$ cat src/hw/rtl/zigzag_diagonal_scan_generator_top_defines.svh
// Assertion macros shared by the zigzag scan RTL.
// Each check is clocked on clock and held off during reset.
`ifndef ZIGZAG_DIAGONAL_SCAN_GENERATOR_TOP_DEFINES_SVH
`define ZIGZAG_DIAGONAL_SCAN_GENERATOR_TOP_DEFINES_SVH

// Same-cycle implication.
`define ZDS_ASSERT_NOW(label, ante, cons, msg) \
   label: assert property (@(posedge clock) disable iff (reset) (ante) |-> (cons)) \
      else $error(msg);

// Next-cycle implication.
`define ZDS_ASSERT_NEXT(label, ante, cons, msg) \
   label: assert property (@(posedge clock) disable iff (reset) (ante) |=> (cons)) \
      else $error(msg);

`endif

$ cat src/hw/rtl/zds_pkg.sv
package zds_pkg;

   // Grid side limit; a dimension above it is clamped to it.
   localparam int MAX_DIM = 256;
   localparam logic [8:0] DIM_LIMIT = 9'((MAX_DIM < 256) ? MAX_DIM : 256);

   localparam int ADDR_W = 4;
   localparam int DATA_W = 32;

   typedef enum logic [1:0] {
      REG_ROW_COUNT = 2'd0,
      REG_COL_COUNT = 2'd1,
      REG_EVEN_UP   = 2'd2,
      REG_UNUSED    = 2'd3
   } reg_index_type;

   typedef struct packed {
      logic [8:0] rows;      // effective, 1..DIM_LIMIT
      logic [8:0] cols;      // effective, 1..DIM_LIMIT
      logic       even_up;
   } cfg_type;

   typedef struct packed {
      logic [7:0]  cell_row;
      logic [7:0]  cell_col;
      logic [16:0] seq_number;
      logic        last_cell;
   } result_type;

   function automatic logic [8:0] eff_dim(input logic [8:0] v);
      logic [8:0] r;
      if (v == 9'd0) begin
         r = 9'd1;
      end else if (v > DIM_LIMIT) begin
         r = DIM_LIMIT;
      end else begin
         r = v;
      end
      return r;
   endfunction

endpackage

$ cat src/hw/rtl/zds_csr.sv
module zds_csr
   import zds_pkg::*;
(
   input  logic              clock,
   input  logic              reset,
   input  logic              psel,
   input  logic              penable,
   input  logic              pwrite,
   input  logic [ADDR_W-1:0] paddr,
   input  logic [DATA_W-1:0] pwdata,
   output logic [DATA_W-1:0] prdata,
   output cfg_type           cfg
);

   logic [8:0] row_count_ff, row_count_in;
   logic [8:0] col_count_ff, col_count_in;
   logic       even_up_ff, even_up_in;
   logic       wr_en;
   reg_index_type idx;

   assign idx   = reg_index_type'(paddr[3:2]);
   assign wr_en = psel && penable && pwrite;

   always_comb begin
      row_count_in = row_count_ff;
      col_count_in = col_count_ff;
      even_up_in   = even_up_ff;
      if (wr_en) begin
         case (idx)
            REG_ROW_COUNT: row_count_in = pwdata[8:0];
            REG_COL_COUNT: col_count_in = pwdata[8:0];
            REG_EVEN_UP:   even_up_in   = pwdata[0];
            default: ;
         endcase
      end
   end

   always_comb begin
      case (idx)
         REG_ROW_COUNT: prdata = {23'd0, row_count_ff};
         REG_COL_COUNT: prdata = {23'd0, col_count_ff};
         REG_EVEN_UP:   prdata = {31'd0, even_up_ff};
         default:       prdata = '0;
      endcase
   end

   always_ff @(posedge clock) begin
      if (reset) begin
         row_count_ff <= 9'd8;
         col_count_ff <= 9'd8;
         even_up_ff   <= 1'b1;
      end else begin
         row_count_ff <= row_count_in;
         col_count_ff <= col_count_in;
         even_up_ff   <= even_up_in;
      end
   end

   assign cfg.rows    = eff_dim(row_count_ff);
   assign cfg.cols    = eff_dim(col_count_ff);
   assign cfg.even_up = even_up_ff;

endmodule

$ cat src/hw/rtl/zds_walk.sv
module zds_walk
   import zds_pkg::*;
(
   input  logic       clock,
   input  logic       reset,
   input  logic       accept,
   input  logic       restart,
   input  cfg_type    cfg,
   output result_type result
);

   `include "zigzag_diagonal_scan_generator_top_defines.svh"

   logic [8:0]  diag_ff, diag_in;
   logic [7:0]  row_ff, row_in;
   logic [7:0]  col_ff, col_in;
   logic [16:0] seq_ff, seq_in;

   logic [8:0]  last_diag, rows_m1, cols_m1;
   logic        go_start;
   logic [8:0]  s, s1, lim1;
   logic [7:0]  r, c;
   logic [16:0] q;
   logic        last, up;
   logic        step_up_ok, step_dn_ok;

   assign last_diag = cfg.rows + cfg.cols - 9'd2;
   assign rows_m1   = cfg.rows - 9'd1;
   assign cols_m1   = cfg.cols - 9'd1;

   // Restart, or the held cell no longer fits the grid: fall back to cell zero.
   assign go_start = restart
                  || ({1'b0, row_ff} >= cfg.rows)
                  || ({1'b0, col_ff} >= cfg.cols)
                  || (({1'b0, row_ff} + {1'b0, col_ff}) != diag_ff)
                  || (diag_ff > last_diag);

   assign s = go_start ? 9'd0 : diag_ff;
   assign r = go_start ? 8'd0 : row_ff;
   assign c = go_start ? 8'd0 : col_ff;
   assign q = go_start ? 17'd1 : seq_ff;

   assign last = (s == last_diag);
   assign up   = ((s[0] == 1'b0) == cfg.even_up);

   assign step_up_ok = (r != 8'd0) && ({1'b0, c} < cols_m1);
   assign step_dn_ok = (c != 8'd0) && ({1'b0, r} < rows_m1);

   // Entry of the next diagonal; its direction is the opposite of this one.
   assign s1   = s + 9'd1;
   assign lim1 = !up ? ((s1 < rows_m1) ? s1 : rows_m1)
                     : ((s1 < cols_m1) ? s1 : cols_m1);

   always_comb begin
      diag_in = s;
      row_in  = r;
      col_in  = c;
      seq_in  = q + 17'd1;
      if (last) begin
         diag_in = 9'd0;
         row_in  = 8'd0;
         col_in  = 8'd0;
         seq_in  = 17'd1;
      end else if (up && step_up_ok) begin
         row_in = r - 8'd1;
         col_in = c + 8'd1;
      end else if (!up && step_dn_ok) begin
         row_in = r + 8'd1;
         col_in = c - 8'd1;
      end else begin
         diag_in = s1;
         if (!up) begin
            row_in = lim1[7:0];
            col_in = 8'(s1 - lim1);
         end else begin
            col_in = lim1[7:0];
            row_in = 8'(s1 - lim1);
         end
      end
   end

   always_ff @(posedge clock) begin
      if (reset) begin
         diag_ff <= 9'd0;
         row_ff  <= 8'd0;
         col_ff  <= 8'd0;
         seq_ff  <= 17'd1;
      end else if (accept) begin
         diag_ff <= diag_in;
         row_ff  <= row_in;
         col_ff  <= col_in;
         seq_ff  <= seq_in;
      end
   end

   assign result.cell_row   = r;
   assign result.cell_col   = c;
   assign result.seq_number = q;
   assign result.last_cell  = last;

   `ZDS_ASSERT_NEXT(a_wrap_after_last, accept && last, (seq_ff == 17'd1) && (diag_ff == 9'd0), "scan did not wrap after last cell")
   `ZDS_ASSERT_NOW(a_restart_zero, restart, (s == 9'd0) && (q == 17'd1), "restart did not select cell zero")

endmodule

$ cat src/hw/rtl/zds_out.sv
module zds_out
   import zds_pkg::*;
(
   input  logic       clock,
   input  logic       reset,
   input  logic       in_valid,
   input  result_type in_data,
   output logic       in_stall,
   output logic       out_valid,
   input  logic       out_stall,
   output result_type out_data
);

   `include "zigzag_diagonal_scan_generator_top_defines.svh"

   logic       out_valid_ff, out_valid_in;
   logic       skid_valid_ff, skid_valid_in;
   result_type out_data_ff, out_data_in;
   result_type skid_data_ff, skid_data_in;
   logic       take, accept;

   assign take   = out_valid_ff && !out_stall;
   assign accept = in_valid && !skid_valid_ff;

   always_comb begin
      out_valid_in  = out_valid_ff;
      skid_valid_in = skid_valid_ff;
      out_data_in   = out_data_ff;
      skid_data_in  = skid_data_ff;
      if (skid_valid_ff) begin
         if (take) begin
            out_data_in   = skid_data_ff;
            skid_valid_in = 1'b0;
         end
      end else if (accept) begin
         if (!out_valid_ff || take) begin
            out_data_in  = in_data;
            out_valid_in = 1'b1;
         end else begin
            skid_data_in  = in_data;
            skid_valid_in = 1'b1;
         end
      end else if (take) begin
         out_valid_in = 1'b0;
      end
   end

   always_ff @(posedge clock) begin
      if (reset) begin
         out_valid_ff  <= 1'b0;
         skid_valid_ff <= 1'b0;
      end else begin
         out_valid_ff  <= out_valid_in;
         skid_valid_ff <= skid_valid_in;
      end
      out_data_ff  <= out_data_in;
      skid_data_ff <= skid_data_in;
   end

   assign in_stall  = skid_valid_ff;
   assign out_valid = out_valid_ff;
   assign out_data  = out_data_ff;

   `ZDS_ASSERT_NOW(a_skid_implies_out, skid_valid_ff, out_valid_ff, "skid holds data while output empty")
   `ZDS_ASSERT_NEXT(a_skid_fills, accept && out_valid_ff && out_stall, skid_valid_ff, "stalled transaction not parked in skid")

endmodule

$ cat src/hw/rtl/zigzag_diagonal_scan_generator_top.sv
// Zigzag scan coordinate generator for a row_count x col_count grid.
// Each accepted request's response is registered before it shows on rsp_*.
// Throughput: one transaction per cycle while req_stall is low; the next cell
// is computed in the same cycle from the held cell, and a two-entry output
// (register + skid) absorbs stalls. Reset (synchronous, active high): scan at
// cell zero with sequence 1, grid 8 x 8, even diagonals upward, output empty.
module zigzag_diagonal_scan_generator_top
   import zds_pkg::*;
(
   input  logic              clock,
   input  logic              reset,
   // request channel
   input  logic              req_valid,
   output logic              req_stall,
   input  logic              req_restart,
   // response channel
   output logic              rsp_valid,
   input  logic              rsp_stall,
   output logic [7:0]        rsp_cell_row,
   output logic [7:0]        rsp_cell_col,
   output logic [16:0]       rsp_seq_number,
   output logic              rsp_last_cell,
   // register port
   input  logic              csr_psel,
   input  logic              csr_penable,
   input  logic              csr_pwrite,
   input  logic [ADDR_W-1:0] csr_paddr,
   input  logic [DATA_W-1:0] csr_pwdata,
   output logic [DATA_W-1:0] csr_prdata,
   output logic              csr_pready
);

   cfg_type    cfg;
   result_type walk_result;
   result_type rsp_data;
   logic       req_accept;

   // Register file; zero-wait, so pready is tied high.
   assign csr_pready = 1'b1;

   zds_csr u_csr (
      .clock   (clock),
      .reset   (reset),
      .psel    (csr_psel),
      .penable (csr_penable),
      .pwrite  (csr_pwrite),
      .paddr   (csr_paddr),
      .pwdata  (csr_pwdata),
      .prdata  (csr_prdata),
      .cfg     (cfg)
   );

   // The request is taken whenever the skid entry is free; the walker
   // state advances on the same edge, so no request waits on the result.
   assign req_accept = req_valid && !req_stall;

   zds_walk u_walk (
      .clock   (clock),
      .reset   (reset),
      .accept  (req_accept),
      .restart (req_restart),
      .cfg     (cfg),
      .result  (walk_result)
   );

   // Output register plus skid; req_stall comes from a flop only.
   zds_out u_out (
      .clock     (clock),
      .reset     (reset),
      .in_valid  (req_valid),
      .in_data   (walk_result),
      .in_stall  (req_stall),
      .out_valid (rsp_valid),
      .out_stall (rsp_stall),
      .out_data  (rsp_data)
   );

   assign rsp_cell_row   = rsp_data.cell_row;
   assign rsp_cell_col   = rsp_data.cell_col;
   assign rsp_seq_number = rsp_data.seq_number;
   assign rsp_last_cell  = rsp_data.last_cell;

endmodule
$ cat config.mk
export PLATFORM = sky130hd
export DESIGN_NAME = zigzag_diagonal_scan_generator_top
export DESIGN_NICKNAME = d
export VERILOG_FILES = /design/src/hw/rtl/zds_pkg.sv /design/src/hw/rtl/zds_csr.sv /design/src/hw/rtl/zds_walk.sv /design/src/hw/rtl/zds_out.sv /design/src/hw/rtl/zigzag_diagonal_scan_generator_top.sv
export VERILOG_INCLUDE_DIRS = /design/src /design/src/hw/rtl
export SDC_FILE = /design/constraint.sdc
export NUM_CORES = 1
export LEC_CHECK = 0
export BUFFER_PORTS_ARGS = -buffer_cell sky130_fd_sc_hd__buf_2
export CORE_MARGIN = 2
export CORE_UTILIZATION = 50
export DETAILED_ROUTE_END_ITERATION = 16
export MAX_ROUTING_LAYER = met4
export PLACE_DENSITY_LB_ADDON = 0.05
export SYNTH_ARGS = -nofsm -noshare
export SYNTH_HDL_FRONTEND = slang
export SYNTH_SLANG_ARGS = --single-unit
$ cat constraint.sdc
create_clock -name clock -period 11 [get_ports clock]
set_input_delay 2.2 -clock clock [delete_from_list [all_inputs] [get_ports clock]]
set_output_delay 2.2 -clock clock [all_outputs]
set_load 0.02 [all_outputs]
==> metrics.md <==
| Metric | Value |
|---|---|
| Period minus WS final | `10.14 ns` |
| Maximum number of buffers from clock root to sink | `2` |
| Reg clk slew, reported paths | `0.06 ns` |
| Part of the power in combinational logic | `48.1%` |
| Part of the cycle the worst path needs | `92.17%` |
| Post-Synthesis Cell Area | `0.01024 mm²` |
| Drt drc | `0` |
| Number of standard cells after synthesis | `1185` |
| Proportion of synthesized flip-flops having asynchronous set or reset | `0%` |
| Die span in y | `147.1 µm` |
| Critical path class | `reg -> reg` |
| Unrepaired setup endpoints after global routing | `no` |
| Die width | `147.1 µm` |
| Standard-cell row count | `52` |
| Critical Path Slowest Stage Cell | `dfxtp_1` |
| Area Overhead vs Synth | `10.78%` |
| Final cell count without fillers | `1507` |
| Top cell by count, worst path | `ha_1` |
| Total die area | `0.02164 mm²` |
| GR Overflow Total | `0` |
| Pin count of the biggest net entering global routing | `54` |
| Detailed Routing Iterations Pass 1 | `5` |
| Max-Slew Margin vs Limit | `21.44%` |
| Maximum clock frequency | `98.63 MHz` |
| Layout cell share with drive strength beyond 1 | `13.34%` |
| Arrival time at the worst endpoint | `10.47 ns` |
| FF-to-FF setup slack | `0.86 ns` |
| Synth unique cells | `83` |
| Fin. Hold Viols | `0` |
| Commonest register cell after synthesis | `edfxtp_1` |
| Via density | `5.998` |
| Gr usage total | `28.72%` |
| Global-route wire length before repair | `47440 µm` |
| Hold path endpoint | `u_walk.seq_ff[16]` |
| Count of routing violations after the opening detailed-route iteration | `757` |
| Total of buffers placed on input and output ports | `63` |
| Fill cell total of the finished layout | `1930` |
| Reg-to-reg critical path startpoint | `u_csr.row_count_ff[3]` |
| Cell internal pwr | `1274 µW` |
| CP max stage delay | `0.52 ns` |
| H-tree depth | `4` |
| Setup violations, final | `0` |
| Share of power burned in registers | `27.4%` |
| Count of vias placed by the detailed router | `9039` |
| NumNets Final | `1365` |
| Initial standard-cell utilization of the core | `50.76%` |
| Net Sw Power | `1088 µW` |
| Clock tree from TritonCTS | `yes` |
| Sequential fraction of the synthesis area | `32.26%` |
| Placed cell count | `1471` |
| Number of max-slew violations in the final report | `0` |
| Total core area | `0.02017 mm²` |
| End of the worst register-to-register path | `u_walk.row_ff[7]` |
| Clock network latency to the later pin of the worst-skew pair | `0.43 ns` |
| Sort of element at the end of the critical path | `flip-flop` |
| Placer congestion estimate | `0.9689` |
| Total detailed-routing wirelength | `30120 µm` |
| Max FO, Critical Path | `13` |
| Yosys warns | `0` |
| Maximum VDD drop | `0.0001713 V` |
| Count of flip-flops with a built-in enable after synthesis | `68` |
| # IOs | `113` |
| Status | `finished clean` |
| Total CTS buffers | `17` |
| Number of antenna violations at the first check in global routing | `0` |
| Root buffer cell | `clkbuf_16` |
| Final standard cell utilization of the core | `56.23%` |
| Number of synthesized register bits | `131` |
| Data required time at the worst endpoint | `11.33 ns` |
| Leakage power | `0.004755 µW` |
| Wire length per cell after detailed routing | `19.98 µm` |
| Antenna Diode Count | `0` |
| Number of global-route vias before repair | `8371` |
| Avg Cell Area, Syn | `8.640 µm²` |
| Total negative slack | `0 ns` |
| Quantity of hold-fixing buffers added after cts | `0` |
| Power, Total | `2362 µW` |
| R2r worst-path depth | `47` |
| Detailed placement HPWL | `21830 µm` |
| Worst clock skew | `0.01262 ns` |
| Launching element type of the critical path | `flip-flop` |
| Proportion of total power due to net switching | `46.08%` |
| Hold Startpoint | `u_walk.seq_ff[16]` |
| Power density relative to cell area | `208.2 mW/mm²` |
| Type of the most critical hold path | `reg -> reg` |
| Hold-critical path depth | `1` |
| Clock network fraction of total power | `24.5%` |
| Worst Max-Slew Pin Slew | `1.172 ns` |
| Detail Route Antenna Nets | `0` |
| Reported max-cap violation count | `0` |
| Number of clock sinks seen by CTS | `131` |
## cells in the mapped netlist (6+ instances only)
| master | count | area [µm²] |
|---|---|---|
| nand2_1 | 106 | 397.9 |
| nor2_1 | 105 | 394.1 |
| ha_1 | 94 | 1176 |
| a21oi_1 | 72 | 360.4 |
| edfxtp_1 | 68 | 2042 |
| dfxtp_1 | 63 | 1261 |
| inv_1 | 50 | 187.7 |
| nand3_1 | 44 | 220.2 |
| clkbuf_1 | 43 | 161.4 |
| o21ai_0 | 41 | 205.2 |
| xnor2_1 | 41 | 359.1 |
| and3_1 | 33 | 206.5 |
| mux2i_1 | 33 | 330.3 |
| buf_4 | 26 | 195.2 |
| nor3_1 | 26 | 130.1 |
| xor2_1 | 25 | 219.0 |
| mux2_2 | 23 | 259.0 |
| nand2b_1 | 22 | 137.6 |
| o21ai_1 | 19 | 95.09 |
| a21o_1 | 18 | 135.1 |
| nor2b_1 | 15 | 93.84 |
| a211oi_1 | 14 | 105.1 |
| a31oi_1 | 13 | 81.33 |
| nor4_1 | 12 | 75.07 |
| o211ai_1 | 11 | 82.58 |
| nand4_1 | 10 | 62.56 |
| buf_2 | 9 | 45.04 |
| o22ai_1 | 9 | 56.30 |
| or3_1 | 9 | 56.30 |
| buf_1 | 8 | 30.03 |
| o21a_1 | 7 | 52.55 |
| o41ai_1 | 6 | 52.55 |
## layout by cell type (no fill, tap or decap), types with 11 or more instances in the layout
cell type	n
o21ai_0	40
xor2_1	25
a21oi_1	70
o21ai_1	19
mux2_2	23
buf_2	63
o211ai_1	11
nor2b_1	15
a21o_1	18
dfxtp_1	62
inv_1	48
nand2_1	106
a31oi_1	12
nor2_1	105
nand3_1	44
conb_1	24
nor3_1	25
and3_1	33
edfxtp_1	68
a211oi_1	14
buf_4	23
xnor2_1	41
mux2i_1	32
nor4_1	12
ha_1	94
clkbuf_16	17
nand2b_1	22
## power by group through the flow
stage                     Clock [µW]  Combinational (µW)  Sequential, µW
after CTS                        584                1110             641
after floorplan                    0                 825             617
after detailed placement           0                1100             652
after global placement             0                1090             652
final                            578                1140             648
after global routing             606                1230             649
## through the flow
stage	hold slack (ns)	instance area (µm²)	worst slack (ns)
after floorplan	0.4216	10320	1.818
after global placement	0.4471	10700	0.7545
after detailed placement	0.4456	10700	0.6146
after CTS	0.4570	11290	0.5128
after global routing	0.4880	11340	0.004525
final	0.4655	11340	0.8611
## cells by family (layout without fill, tap and decap cells)
family | count (synthesis) | in the layout | share of synthesized area (%)
and+or+nand+nor | 417 | 417 | 20.03
DFF | 131 | 131 | 32.26
muxes | 57 | 57 | 5.866
xor gates and xnor gates | 66 | 66 | 5.646
buffers and inverters | 139 | 169 | 6.306
other | 2 | 24 | 0.07335
AOI/OAI and AO/OA | 276 | 276 | 17.74
adders and majority gates | 97 | 97 | 12.07
## routing by layer
layer,global-route usage (%),vias to the layer above,wire length [µm]
li1,-,4371,-
met2,44.67,369,13780
met4,7.740,0,697
met3,4.503,55,2139
met1,39.18,4244,13500
met5,-,-,0
## area by class of cell
type                            instances  area, µm²  share of cell area (%)
Clock buffer                           17      425.4                   3.751
Clock inverter                         15      165.2                   1.456
Inverter                               51      195.2                   1.721
Multi-Input combinational cell        937       6426                   56.66
Sequential cell                       131       3304                   29.13
Tap cell                              270      337.8                   2.978
Timing Repair Buffer                   86      488.0                   4.302
## worst max-delay path by stage
stage | to | start | slack [ns] | depth (start not counted)
floorplan | u_walk.col_ff[6] | u_csr.row_count_ff[5] | 1.82 | 51
global placement | u_walk.row_ff[7] | u_csr.row_count_ff[8] | 0.75 | 45
detailed placement | u_walk.row_ff[7] | u_csr.row_count_ff[8] | 0.61 | 45
CTS | u_walk.row_ff[7] | u_csr.row_count_ff[8] | 0.51 | 45
global route | u_walk.row_ff[7] | u_csr.row_count_ff[3] | 0.005 | 47
finish | u_walk.row_ff[7] | u_csr.row_count_ff[3] | 0.86 | 47
## worst max-delay path, delay by kind of cell (launching register included)
| kind | cells | cell delay, ns |
|---|---|---|
| AO/OA/AOI/OAI | 16 | 3.11 |
| XOR/XNOR | 3 | 0.79 |
| AND/OR/NAND/NOR | 16 | 2.44 |
| buffers and inverters | 4 | 0.79 |
| multiplexers | 1 | 0.27 |
| flip-flops | 1 | 0.52 |
| adder cells (fa/ha/maj) | 7 | 2.10 |
## timing repair
item | in CTS | in global routing
hold endpoints to repair | 0 | 0
setup endpoints to repair | 0 | 7
setup buffers | 0 | 4
gates resized for setup | 0 | 7
## flip-flops by register name, summed over array words and instances, names as in the netlist
| name | count |
|---|---|
| u_out.out_valid | 1 |
| u_csr.col_count_ff | 9 |
| u_out.skid_data_ff | 34 |
| u_out.out_data | 34 |
| u_csr.row_count_ff | 9 |
| u_out.in_stall | 1 |
| u_walk.diag_ff | 9 |
| u_walk.seq_ff | 17 |
| u_csr.even_up_ff | 1 |
| u_walk.col_ff | 8 |
| u_walk.row_ff | 8 |
No activity file was read; power rests on OpenSTA's default activity.
